$ cat src/sv/utg_pkg.sv
// Shared types and the code point fold table for the UTF-8 glyph layout block.
// No dependencies; imported by utg_step and utf8_text_glyph_layout.
`default_nettype none

package utg_pkg;

    localparam int unsigned CP_W     = 21;
    localparam int unsigned COORD_W  = 16;
    localparam int unsigned COL_W    = 8;
    localparam int unsigned GLYPH_W  = 7;

    localparam logic [GLYPH_W-1:0] GLYPH_UNKNOWN = 7'h3F;   // '?'
    localparam logic [CP_W-1:0]    CP_PRINT_LO   = 21'd32;
    localparam logic [CP_W-1:0]    CP_PRINT_HI   = 21'd126;

    typedef struct packed {
        logic [COORD_W-1:0] origin_x;
        logic [COORD_W-1:0] origin_y;
        logic [COL_W-1:0]   wrap_columns;
    } utg_cfg_t;

    typedef struct packed {
        logic [CP_W-1:0]    partial;
        logic [1:0]         cont_left;
        logic [COORD_W-1:0] cursor_x;
        logic [COORD_W-1:0] cursor_y;
        logic [COL_W-1:0]   col_count;
    } utg_state_t;

    typedef struct packed {
        logic               draw_glyph;
        logic [GLYPH_W-1:0] glyph_code;
        logic [COORD_W-1:0] pos_x;
        logic [COORD_W-1:0] pos_y;
        logic               string_done;
    } utg_result_t;

    // Fold a code point to a printable ASCII glyph.
    function automatic logic [GLYPH_W-1:0] fold_glyph(input logic [CP_W-1:0] cp);
        logic [GLYPH_W-1:0] g;
        g = GLYPH_UNKNOWN;
        if (cp >= CP_PRINT_LO && cp <= CP_PRINT_HI) begin
            g = cp[GLYPH_W-1:0];
        end else if (cp[CP_W-1:16] == '0) begin
            unique case (cp[15:0])
                16'h00A1: g = 7'h21;    // !
                16'h00A9: g = 7'h43;    // C
                16'h00AE: g = 7'h52;    // R
                16'h00B2: g = 7'h32;
                16'h00B3: g = 7'h33;
                16'h00B9: g = 7'h31;
                16'h00BC, 16'h00BD, 16'h00BE, 16'h00F7: g = 7'h2F;  // /
                16'h00BF: g = 7'h3F;
                16'h00C0, 16'h00C1, 16'h00C2, 16'h00C3, 16'h00C4, 16'h00C5: g = 7'h41;
                16'h00C7: g = 7'h43;
                16'h00C8, 16'h00C9, 16'h00CA, 16'h00CB: g = 7'h45;
                16'h00CC, 16'h00CD, 16'h00CE, 16'h00CF: g = 7'h49;
                16'h00D0: g = 7'h44;
                16'h00D1: g = 7'h4E;
                16'h00D2, 16'h00D3, 16'h00D4, 16'h00D5, 16'h00D6, 16'h00D8: g = 7'h4F;
                16'h00D7: g = 7'h78;    // x
                16'h00D9, 16'h00DA, 16'h00DB, 16'h00DC: g = 7'h55;
                16'h00DD: g = 7'h59;
                16'h00DE: g = 7'h54;
                16'h00E0, 16'h00E1, 16'h00E2, 16'h00E3, 16'h00E4, 16'h00E5: g = 7'h61;
                16'h00E7: g = 7'h63;
                16'h00E8, 16'h00E9, 16'h00EA, 16'h00EB: g = 7'h65;
                16'h00EC, 16'h00ED, 16'h00EE, 16'h00EF: g = 7'h69;
                16'h00F0: g = 7'h64;
                16'h00F1: g = 7'h6E;
                16'h00F2, 16'h00F3, 16'h00F4, 16'h00F5, 16'h00F6, 16'h00F8: g = 7'h6F;
                16'h00F9, 16'h00FA, 16'h00FB, 16'h00FC: g = 7'h75;
                16'h00FD, 16'h00FF: g = 7'h79;
                16'h00FE: g = 7'h74;
                16'h2013, 16'h2014: g = 7'h2D;  // dashes
                16'h2018, 16'h2019: g = 7'h27;  // single quotes
                16'h201C, 16'h201D: g = 7'h22;  // double quotes
                16'h2026: g = 7'h2E;            // ellipsis
                16'h2122: g = 7'h54;            // trade mark
                default:  g = GLYPH_UNKNOWN;
            endcase
        end
        return g;
    endfunction

endpackage

`default_nettype wire

$ cat src/sv/utg_step.sv
// One byte of UTF-8 decode, glyph fold and cursor placement, purely combinational.
// Depends on utg_pkg for the state, config and result types and the fold table.
`default_nettype none

module utg_step
    import utg_pkg::*;
#(
    parameter int GLYPH_WIDTH  = 8,
    parameter int GLYPH_HEIGHT = 16,
    parameter int LINE_GAP     = 2
) (
    input  wire utg_cfg_t   cfg,
    input  wire utg_state_t cur,
    input  wire logic [7:0] text_byte,
    input  wire logic       end_of_text,
    output utg_state_t      nxt,
    output utg_result_t     res
);

    localparam logic [COORD_W-1:0] X_STEP = COORD_W'(GLYPH_WIDTH);
    localparam logic [COORD_W-1:0] Y_STEP = COORD_W'(GLYPH_HEIGHT + LINE_GAP);
    localparam logic [7:0] BYTE_NEWLINE = 8'h0A;
    localparam logic [COL_W-1:0] COL_MAX = '1;

    logic               done;
    logic [CP_W-1:0]    cp;
    logic               do_place;
    logic [GLYPH_W-1:0] glyph;
    utg_state_t         dec;
    logic [CP_W-1:0]    shifted;

    assign shifted = {cur.partial[CP_W-7:0], text_byte[5:0]};

    // decode stage: sequence tracking and newline
    always_comb
    begin
        dec  = cur;
        done = 1'b0;
        cp   = '0;
        if (cur.cont_left != 2'd0) begin
            if (text_byte[7:6] == 2'b10) begin
                dec.partial   = shifted;
                dec.cont_left = cur.cont_left - 2'd1;
                if (cur.cont_left == 2'd1) begin
                    done = 1'b1;
                    cp   = shifted;
                end
            end else begin
                // bad continuation byte is consumed
                dec.cont_left = 2'd0;
                done          = 1'b1;
            end
        end else if (text_byte == BYTE_NEWLINE) begin
            dec.cursor_y  = cur.cursor_y + Y_STEP;
            dec.cursor_x  = cfg.origin_x;
            dec.col_count = '0;
        end else if (!text_byte[7]) begin
            done = 1'b1;
            cp   = CP_W'(text_byte);
        end else if (text_byte[7:5] == 3'b110) begin
            dec.partial   = CP_W'(text_byte[4:0]);
            dec.cont_left = 2'd1;
        end else if (text_byte[7:4] == 4'b1110) begin
            dec.partial   = CP_W'(text_byte[3:0]);
            dec.cont_left = 2'd2;
        end else if (text_byte[7:3] == 5'b11110) begin
            dec.partial   = CP_W'(text_byte[2:0]);
            dec.cont_left = 2'd3;
        end else begin
            done = 1'b1;
        end
    end

    assign do_place = done || (end_of_text && dec.cont_left != 2'd0);
    assign glyph    = done ? fold_glyph(cp) : GLYPH_UNKNOWN;

    // placement with optional wrap, then end-of-string restore
    always_comb
    begin
        nxt             = dec;
        res             = '0;
        res.string_done = end_of_text;
        if (done) begin
            nxt.partial = '0;
        end
        if (do_place) begin
            if (cfg.wrap_columns != '0 && dec.col_count >= cfg.wrap_columns) begin
                nxt.cursor_y  = dec.cursor_y + Y_STEP;
                nxt.cursor_x  = cfg.origin_x;
                nxt.col_count = '0;
            end
            res.draw_glyph = 1'b1;
            res.glyph_code = glyph;
            res.pos_x      = nxt.cursor_x;
            res.pos_y      = nxt.cursor_y;
            nxt.cursor_x   = nxt.cursor_x + X_STEP;
            if (nxt.col_count != COL_MAX) begin
                nxt.col_count = nxt.col_count + COL_W'(1);
            end
        end
        if (end_of_text) begin
            nxt.partial   = '0;
            nxt.cont_left = 2'd0;
            nxt.cursor_x  = cfg.origin_x;
            nxt.cursor_y  = cfg.origin_y;
            nxt.col_count = '0;
        end
    end

endmodule

`default_nettype wire

$ cat src/sv/utf8_text_glyph_layout.sv
// Top level of the UTF-8 glyph layout block: config registers, decode state, output queue.
// Depends on utg_pkg and utg_step.
//
//  channel  | handshake                 | payload
//  ---------+---------------------------+---------------------------------------------
//  text in  | text_valid / text_stall   | text_byte, end_of_text
//  glyph out| glyph_valid / glyph_stall | draw_glyph, glyph_code, pos_x, pos_y, string_done
//  config   | APB psel/penable/pwrite   | paddr, pwdata, prdata
//
// One byte per cycle while text_stall is low; decode, fold and placement finish in the accept
// cycle and the result is registered into a two-entry output queue.
// text_stall is a register: it rises only when both queue entries hold results.
// Reset clears decode state and the queue, origins and wrap count go to zero.
`default_nettype none

module utf8_text_glyph_layout
    import utg_pkg::*;
#(
    parameter int GLYPH_WIDTH  = 8,
    parameter int GLYPH_HEIGHT = 16,
    parameter int LINE_GAP     = 2
) (
    input  wire logic               clk,
    input  wire logic               rst_n,
    input  wire logic               psel,
    input  wire logic               penable,
    input  wire logic               pwrite,
    input  wire logic [3:0]         paddr,
    input  wire logic [31:0]        pwdata,
    output logic      [31:0]        prdata,
    output logic                    pready,
    input  wire logic               text_valid,
    output logic                    text_stall,
    input  wire logic [7:0]         text_byte,
    input  wire logic               end_of_text,
    output logic                    glyph_valid,
    input  wire logic               glyph_stall,
    output logic                    draw_glyph,
    output logic      [6:0]         glyph_code,
    output logic signed [15:0]      pos_x,
    output logic signed [15:0]      pos_y,
    output logic                    string_done
);

    localparam logic [1:0] REG_ORIGIN_X = 2'd0;
    localparam logic [1:0] REG_ORIGIN_Y = 2'd1;
    localparam logic [1:0] REG_WRAP     = 2'd2;

    utg_cfg_t    cfg_reg;
    utg_state_t  state_reg;
    utg_state_t  state_next;
    utg_result_t step_res;

    utg_result_t q_reg [2];
    logic        wr_ptr_reg;
    logic        rd_ptr_reg;
    logic [1:0]  count_reg;
    logic [1:0]  count_next;
    logic        full_reg;

    logic        cfg_wr;
    logic        push;
    logic        pop;
    utg_result_t head;

    assign pready = 1'b1;
    assign cfg_wr = psel && penable && pwrite;

    always_comb
    begin
        unique case (paddr[3:2])
            REG_ORIGIN_X: prdata = 32'(cfg_reg.origin_x);
            REG_ORIGIN_Y: prdata = 32'(cfg_reg.origin_y);
            REG_WRAP:     prdata = 32'(cfg_reg.wrap_columns);
            default:      prdata = '0;
        endcase
    end

    utg_step #(
        .GLYPH_WIDTH  (GLYPH_WIDTH),
        .GLYPH_HEIGHT (GLYPH_HEIGHT),
        .LINE_GAP     (LINE_GAP)
    ) u_step (
        .cfg         (cfg_reg),
        .cur         (state_reg),
        .text_byte   (text_byte),
        .end_of_text (end_of_text),
        .nxt         (state_next),
        .res         (step_res)
    );

    assign text_stall  = full_reg;
    assign glyph_valid = count_reg != 2'd0;
    assign push        = text_valid && !full_reg;
    assign pop         = glyph_valid && !glyph_stall;
    assign count_next  = count_reg + 2'(push) - 2'(pop);

    // config and decode state; origin writes also reload the cursor
    always_ff @(posedge clk or negedge rst_n)
    begin
        if (!rst_n) begin
            cfg_reg   <= '0;
            state_reg <= '0;
        end else if (cfg_wr) begin
            unique case (paddr[3:2])
                REG_ORIGIN_X:
                begin
                    cfg_reg.origin_x   <= pwdata[15:0];
                    state_reg.cursor_x <= pwdata[15:0];
                end
                REG_ORIGIN_Y:
                begin
                    cfg_reg.origin_y   <= pwdata[15:0];
                    state_reg.cursor_y <= pwdata[15:0];
                end
                REG_WRAP:
                begin
                    cfg_reg.wrap_columns <= pwdata[7:0];
                end
                default:
                begin
                    cfg_reg <= cfg_reg;
                end
            endcase
        end else if (push) begin
            state_reg <= state_next;
        end
    end

    always_ff @(posedge clk or negedge rst_n)
    begin
        if (!rst_n) begin
            wr_ptr_reg <= 1'b0;
            rd_ptr_reg <= 1'b0;
            count_reg  <= 2'd0;
            full_reg   <= 1'b0;
        end else begin
            if (push) begin
                wr_ptr_reg <= !wr_ptr_reg;
            end
            if (pop) begin
                rd_ptr_reg <= !rd_ptr_reg;
            end
            count_reg <= count_next;
            full_reg  <= count_next == 2'd2;
        end
    end

    always_ff @(posedge clk)
    begin
        if (push) begin
            q_reg[wr_ptr_reg] <= step_res;
        end
    end

    assign head        = q_reg[rd_ptr_reg];
    assign draw_glyph  = head.draw_glyph;
    assign glyph_code  = head.glyph_code;
    assign pos_x       = head.pos_x;
    assign pos_y       = head.pos_y;
    assign string_done = head.string_done;

endmodule

`default_nettype wire

$ cat config.mk
export PLATFORM = sky130hd
export DESIGN_NAME = utf8_text_glyph_layout
export DESIGN_NICKNAME = d
export VERILOG_FILES = /design/src/sv/utg_pkg.sv /design/src/sv/utg_step.sv /design/src/sv/utf8_text_glyph_layout.sv
export SDC_FILE = /design/constraint.sdc
export NUM_CORES = 1
export LEC_CHECK = 0
export BUFFER_PORTS_ARGS = -buffer_cell sky130_fd_sc_hd__clkbuf_2
export CAP_MARGIN = 20
export CORE_MARGIN = 2
export CORE_UTILIZATION = 33
export DETAILED_ROUTE_END_ITERATION = 12
export HOLD_SLACK_MARGIN = 0.15
export SETUP_SLACK_MARGIN = 0.5
export SLEW_MARGIN = 20
export SYNTH_ARGS = -nofsm -noshare
export SYNTH_HDL_FRONTEND = slang
export SYNTH_SLANG_ARGS = --single-unit
export TNS_END_PERCENT = 100
$ cat constraint.sdc
create_clock -name clk -period 7.2 [get_ports clk]
set_input_delay 0.72 -clock clk [delete_from_list [all_inputs] [get_ports clk]]
set_output_delay 0.72 -clock clk [all_outputs]
set_load 0.03 [all_outputs]
==> results.md <==
- Status: completed
- Placed cell count: 1699
- Drt via density: around 5.6
- Peak Freq: about 0.17 GHz
- Hold Path Class: input port to asynchronous set/reset pin
- Met3 usage: under 10%
- Seq/Total Area, Yosys: between 40% and 50%
- Critical Path Source Type: register
- First-pass GRT wire length: about 54000 µm
- Htree depth: 4
- DRT Wirelength: between 30000 and 40000 µm
- Max reg flops: approximately 80
- Most frequent cells in the layout: nand2_1 (182), dfrtp_1 (101), nor2_1 (96)
- Antenna cell count: 0
- CTS max path bufs: 2
- # port buffers: between 90 and 100
- Setup violators final: 0
- R2R Path Start: state_reg[41]
- Starting Density: 33.7%
- DP Area: around 0.012 mm²
- Sequential cell area: about 0.0050 mm²
- CP Cell Sequence: inv_1 -> ha_1 -> nor2b_1 -> nand3_1 -> buf_4 -> and2_1 -> ha_1 -> a21o_1 -> a21o_1 -> a221o_1 -> a21oi_2 -> mux2_2 -> ha_1 -> and3_1 -> and4_1 -> nand4_1 -> nand2_1 -> mux2_2 -> o31ai_1 -> a22oi_1 -> o211ai_1
- Total power draw: between 4 and 5 mW
- Fill cells: 3416
- Die Y: 190 µm
- Final count of pins violating max slew: 0
- Peak VDD IR: 0.000156 V
- Critical path launch point: state_reg[41]
- Vias in the first global route: 9269
- Setup tns final: 0 ns
- Setup Skew: around 0.013 ns
- Largest net degree at the start of global routing: 61
- Ys flop type: dfrtp_1
- Final Cell Area: 0.0128 mm²
- Final std cells w/o fill: 1731
- DR vias: 9770
- Iteration-0 DRC Markers: approximately 930
- Routed len/inst: 20.1 µm
- CTS sink cnt: roughly 180
- Worst-skew pair later-pin latency: about 0.44 ns
- Nets: 1338
- Cell area after synthesis: approximately 0.011 mm²
- Post-CTS setup buffers: 0
- Global Route met2 Usage: 30.6%
- RSZ-0062 raised after global routing: false
- Delay of the slowest cell on the worst path: between 0.6 and 0.7 ns
- Drt pass-1 iters: 6
- Syn Inst Count: approximately 1200
- # rows: 67
- Remaining antenna violation count: 0
- Minimum clock period: 5.97 ns
- CTS clock-pin slew for the worst setup and hold paths: about 0.07 ns
- Met1 usage: between 20% and 30%
- Slowest CP cell: ha_1
- Footprint of the multi-input gates: about 0.0059 mm²
- Total GRT Usage: between 10% and 20%
- Setup CP Type: register to register
- Highest net fanout along the worst path: 23
- Share of layout cells above drive strength 1: 17.1%
- TritonCTS buffer count: 17
- Leakage: about 5.3 nW
- EDFF count, synth: 82
- Worst setup EP type: register
- Flops & latches, synth: roughly 180
- Hold Violations, Final: 0
- Yosys Warn Count: 0
- Most Used Layer, Global Route: met2
- Slew headroom: around a quarter
- Most frequent CP cell: ha_1
- Final GP Congestion: between 0.9 and 1
- TritonCTS clock tree: built
- Layout area overhead: 12.3%
- Core area: roughly 0.034 mm²
- Die Area: 0.0359 mm²
- Worst path required time: about 7.6 ns
- Cts hold-fix bufs: 0
- Slew @ Worst Pin: ~1.1 ns
- I/O pin cnt: 128
- Commonest non-fill, non-tap cell in the layout: nand2_1
- Synth Area per Inst: slightly above 9 µm²
- Root buffer cell: clkbuf_16
- Cell variety after synth: between 80 and 90
- Initial antenna violation count: 0
- Pwr dens: roughly 370 mW/mm²
- Die width: around 190 µm
- Crit path DAT: roughly 6.3 ns
- DP Wirelength: 24900 µm
- Post-CTS sizing: 0
- Synth async-reset ratio: between 50% and 60%
- DRC: 0
- Max-Cap Viols: 0
- Fin crit share: between 80% and 90%
- Gr ovfl total: 0
-- cell families after synthesis --
logic type	Yosys count	share of synthesized area, %
muxes	87	8.27
other	2	0.0661
xor gates and xnor gates	49	3.78
DFF	184	44.1
buffers and inverters	119	4.50
AOI/OAI and AO/OA	282	16.8
and+or+nand+nor	481	20.7
adders and majority gates	16	1.76
-- per-layer routing --
metal  up-vias  routed length [µm]
li1       4539                   -
met1      4782               15400
met2       391               16000
met3        58                2500
met4         0                 843
met5         -                   0
-- power breakdown --
part	leakage, nW	internal, mW	switching, mW
sequential	2.08	1.50	0.289
combinational	2.92	0.738	1.34
clock	0.280	0.490	0.425
total	5.28	2.73	2.05
-- area by class of cell --
type                       count  area share [%]
clock buffer                  19            3.47
clock inverter                13           0.931
inverter                      25           0.735
multi-input combinational    932            46.5
sequential                   184            39.3
tap                          448            4.39
timing repair buffer         110            4.68
-- critical path, delay by kind of cell (launching register included) --
family                     cells  cell delay, ns
AOI/OAI and AO/OA              7            1.56
buffers and inverters          2            0.36
DFF                            1            0.40
adders and majority gates      3            1.18
muxes                          2            0.68
and+or+nand+nor                7            1.68
-- metrics by stage --
| step | utilization [%] | hold WS (ns) | setup slack (ns) |
|---|---|---|---|
| 6_report | 37.9 | 0.351 | 1.23 |
| 5_1_grt | 37.9 | 0.415 | 0.791 |
| 4_1_cts | 37.9 | 0.382 | 1.33 |
| 3_5_place_dp | 36.2 | 0.478 | 1.35 |
| 3_3_place_gp | 36.2 | 0.473 | 1.52 |
| 2_1_floorplan | - | 0.424 | 1.50 |
-- worst paths after layout --
check	to	slack (ns)	cells past startpoint
setup / recovery	state_reg[39]	1.23	21
hold / removal	state_reg[44]	0.35	1
setup reg to reg	state_reg[39]	1.23	21
hold reg to reg	count_reg[1]	0.49	1
max in group asynchronous	rd_ptr_reg	5.71	2
min in group clk	count_reg[1]	0.49	1
-- Yosys cell counts, types with 13 or more instances --
| master | instances | area, µm² |
|---|---|---|
| a22oi_1 | 21 | 158 |
| mux2i_1 | 32 | 320 |
| o21ai_0 | 64 | 320 |
| inv_1 | 25 | 93.8 |
| ha_1 | 16 | 200 |
| and2_1 | 24 | 150 |
| nand4_1 | 13 | 81.3 |
| a22o_1 | 13 | 114 |
| a21oi_1 | 54 | 270 |
| nor2_1 | 98 | 368 |
| nand2_1 | 182 | 683 |
| nor3_1 | 34 | 170 |
| clkbuf_1 | 71 | 267 |
| nand3_1 | 46 | 230 |
| buf_4 | 17 | 128 |
| dfrtp_1 | 102 | 2550 |
| o211ai_1 | 15 | 113 |
| xnor2_1 | 27 | 236 |
| edfxtp_1 | 82 | 2460 |
| a31oi_1 | 15 | 93.8 |
| xor2_1 | 22 | 193 |
| mux2_2 | 55 | 619 |
Note: power is estimated with default switching activity, not from simulation.
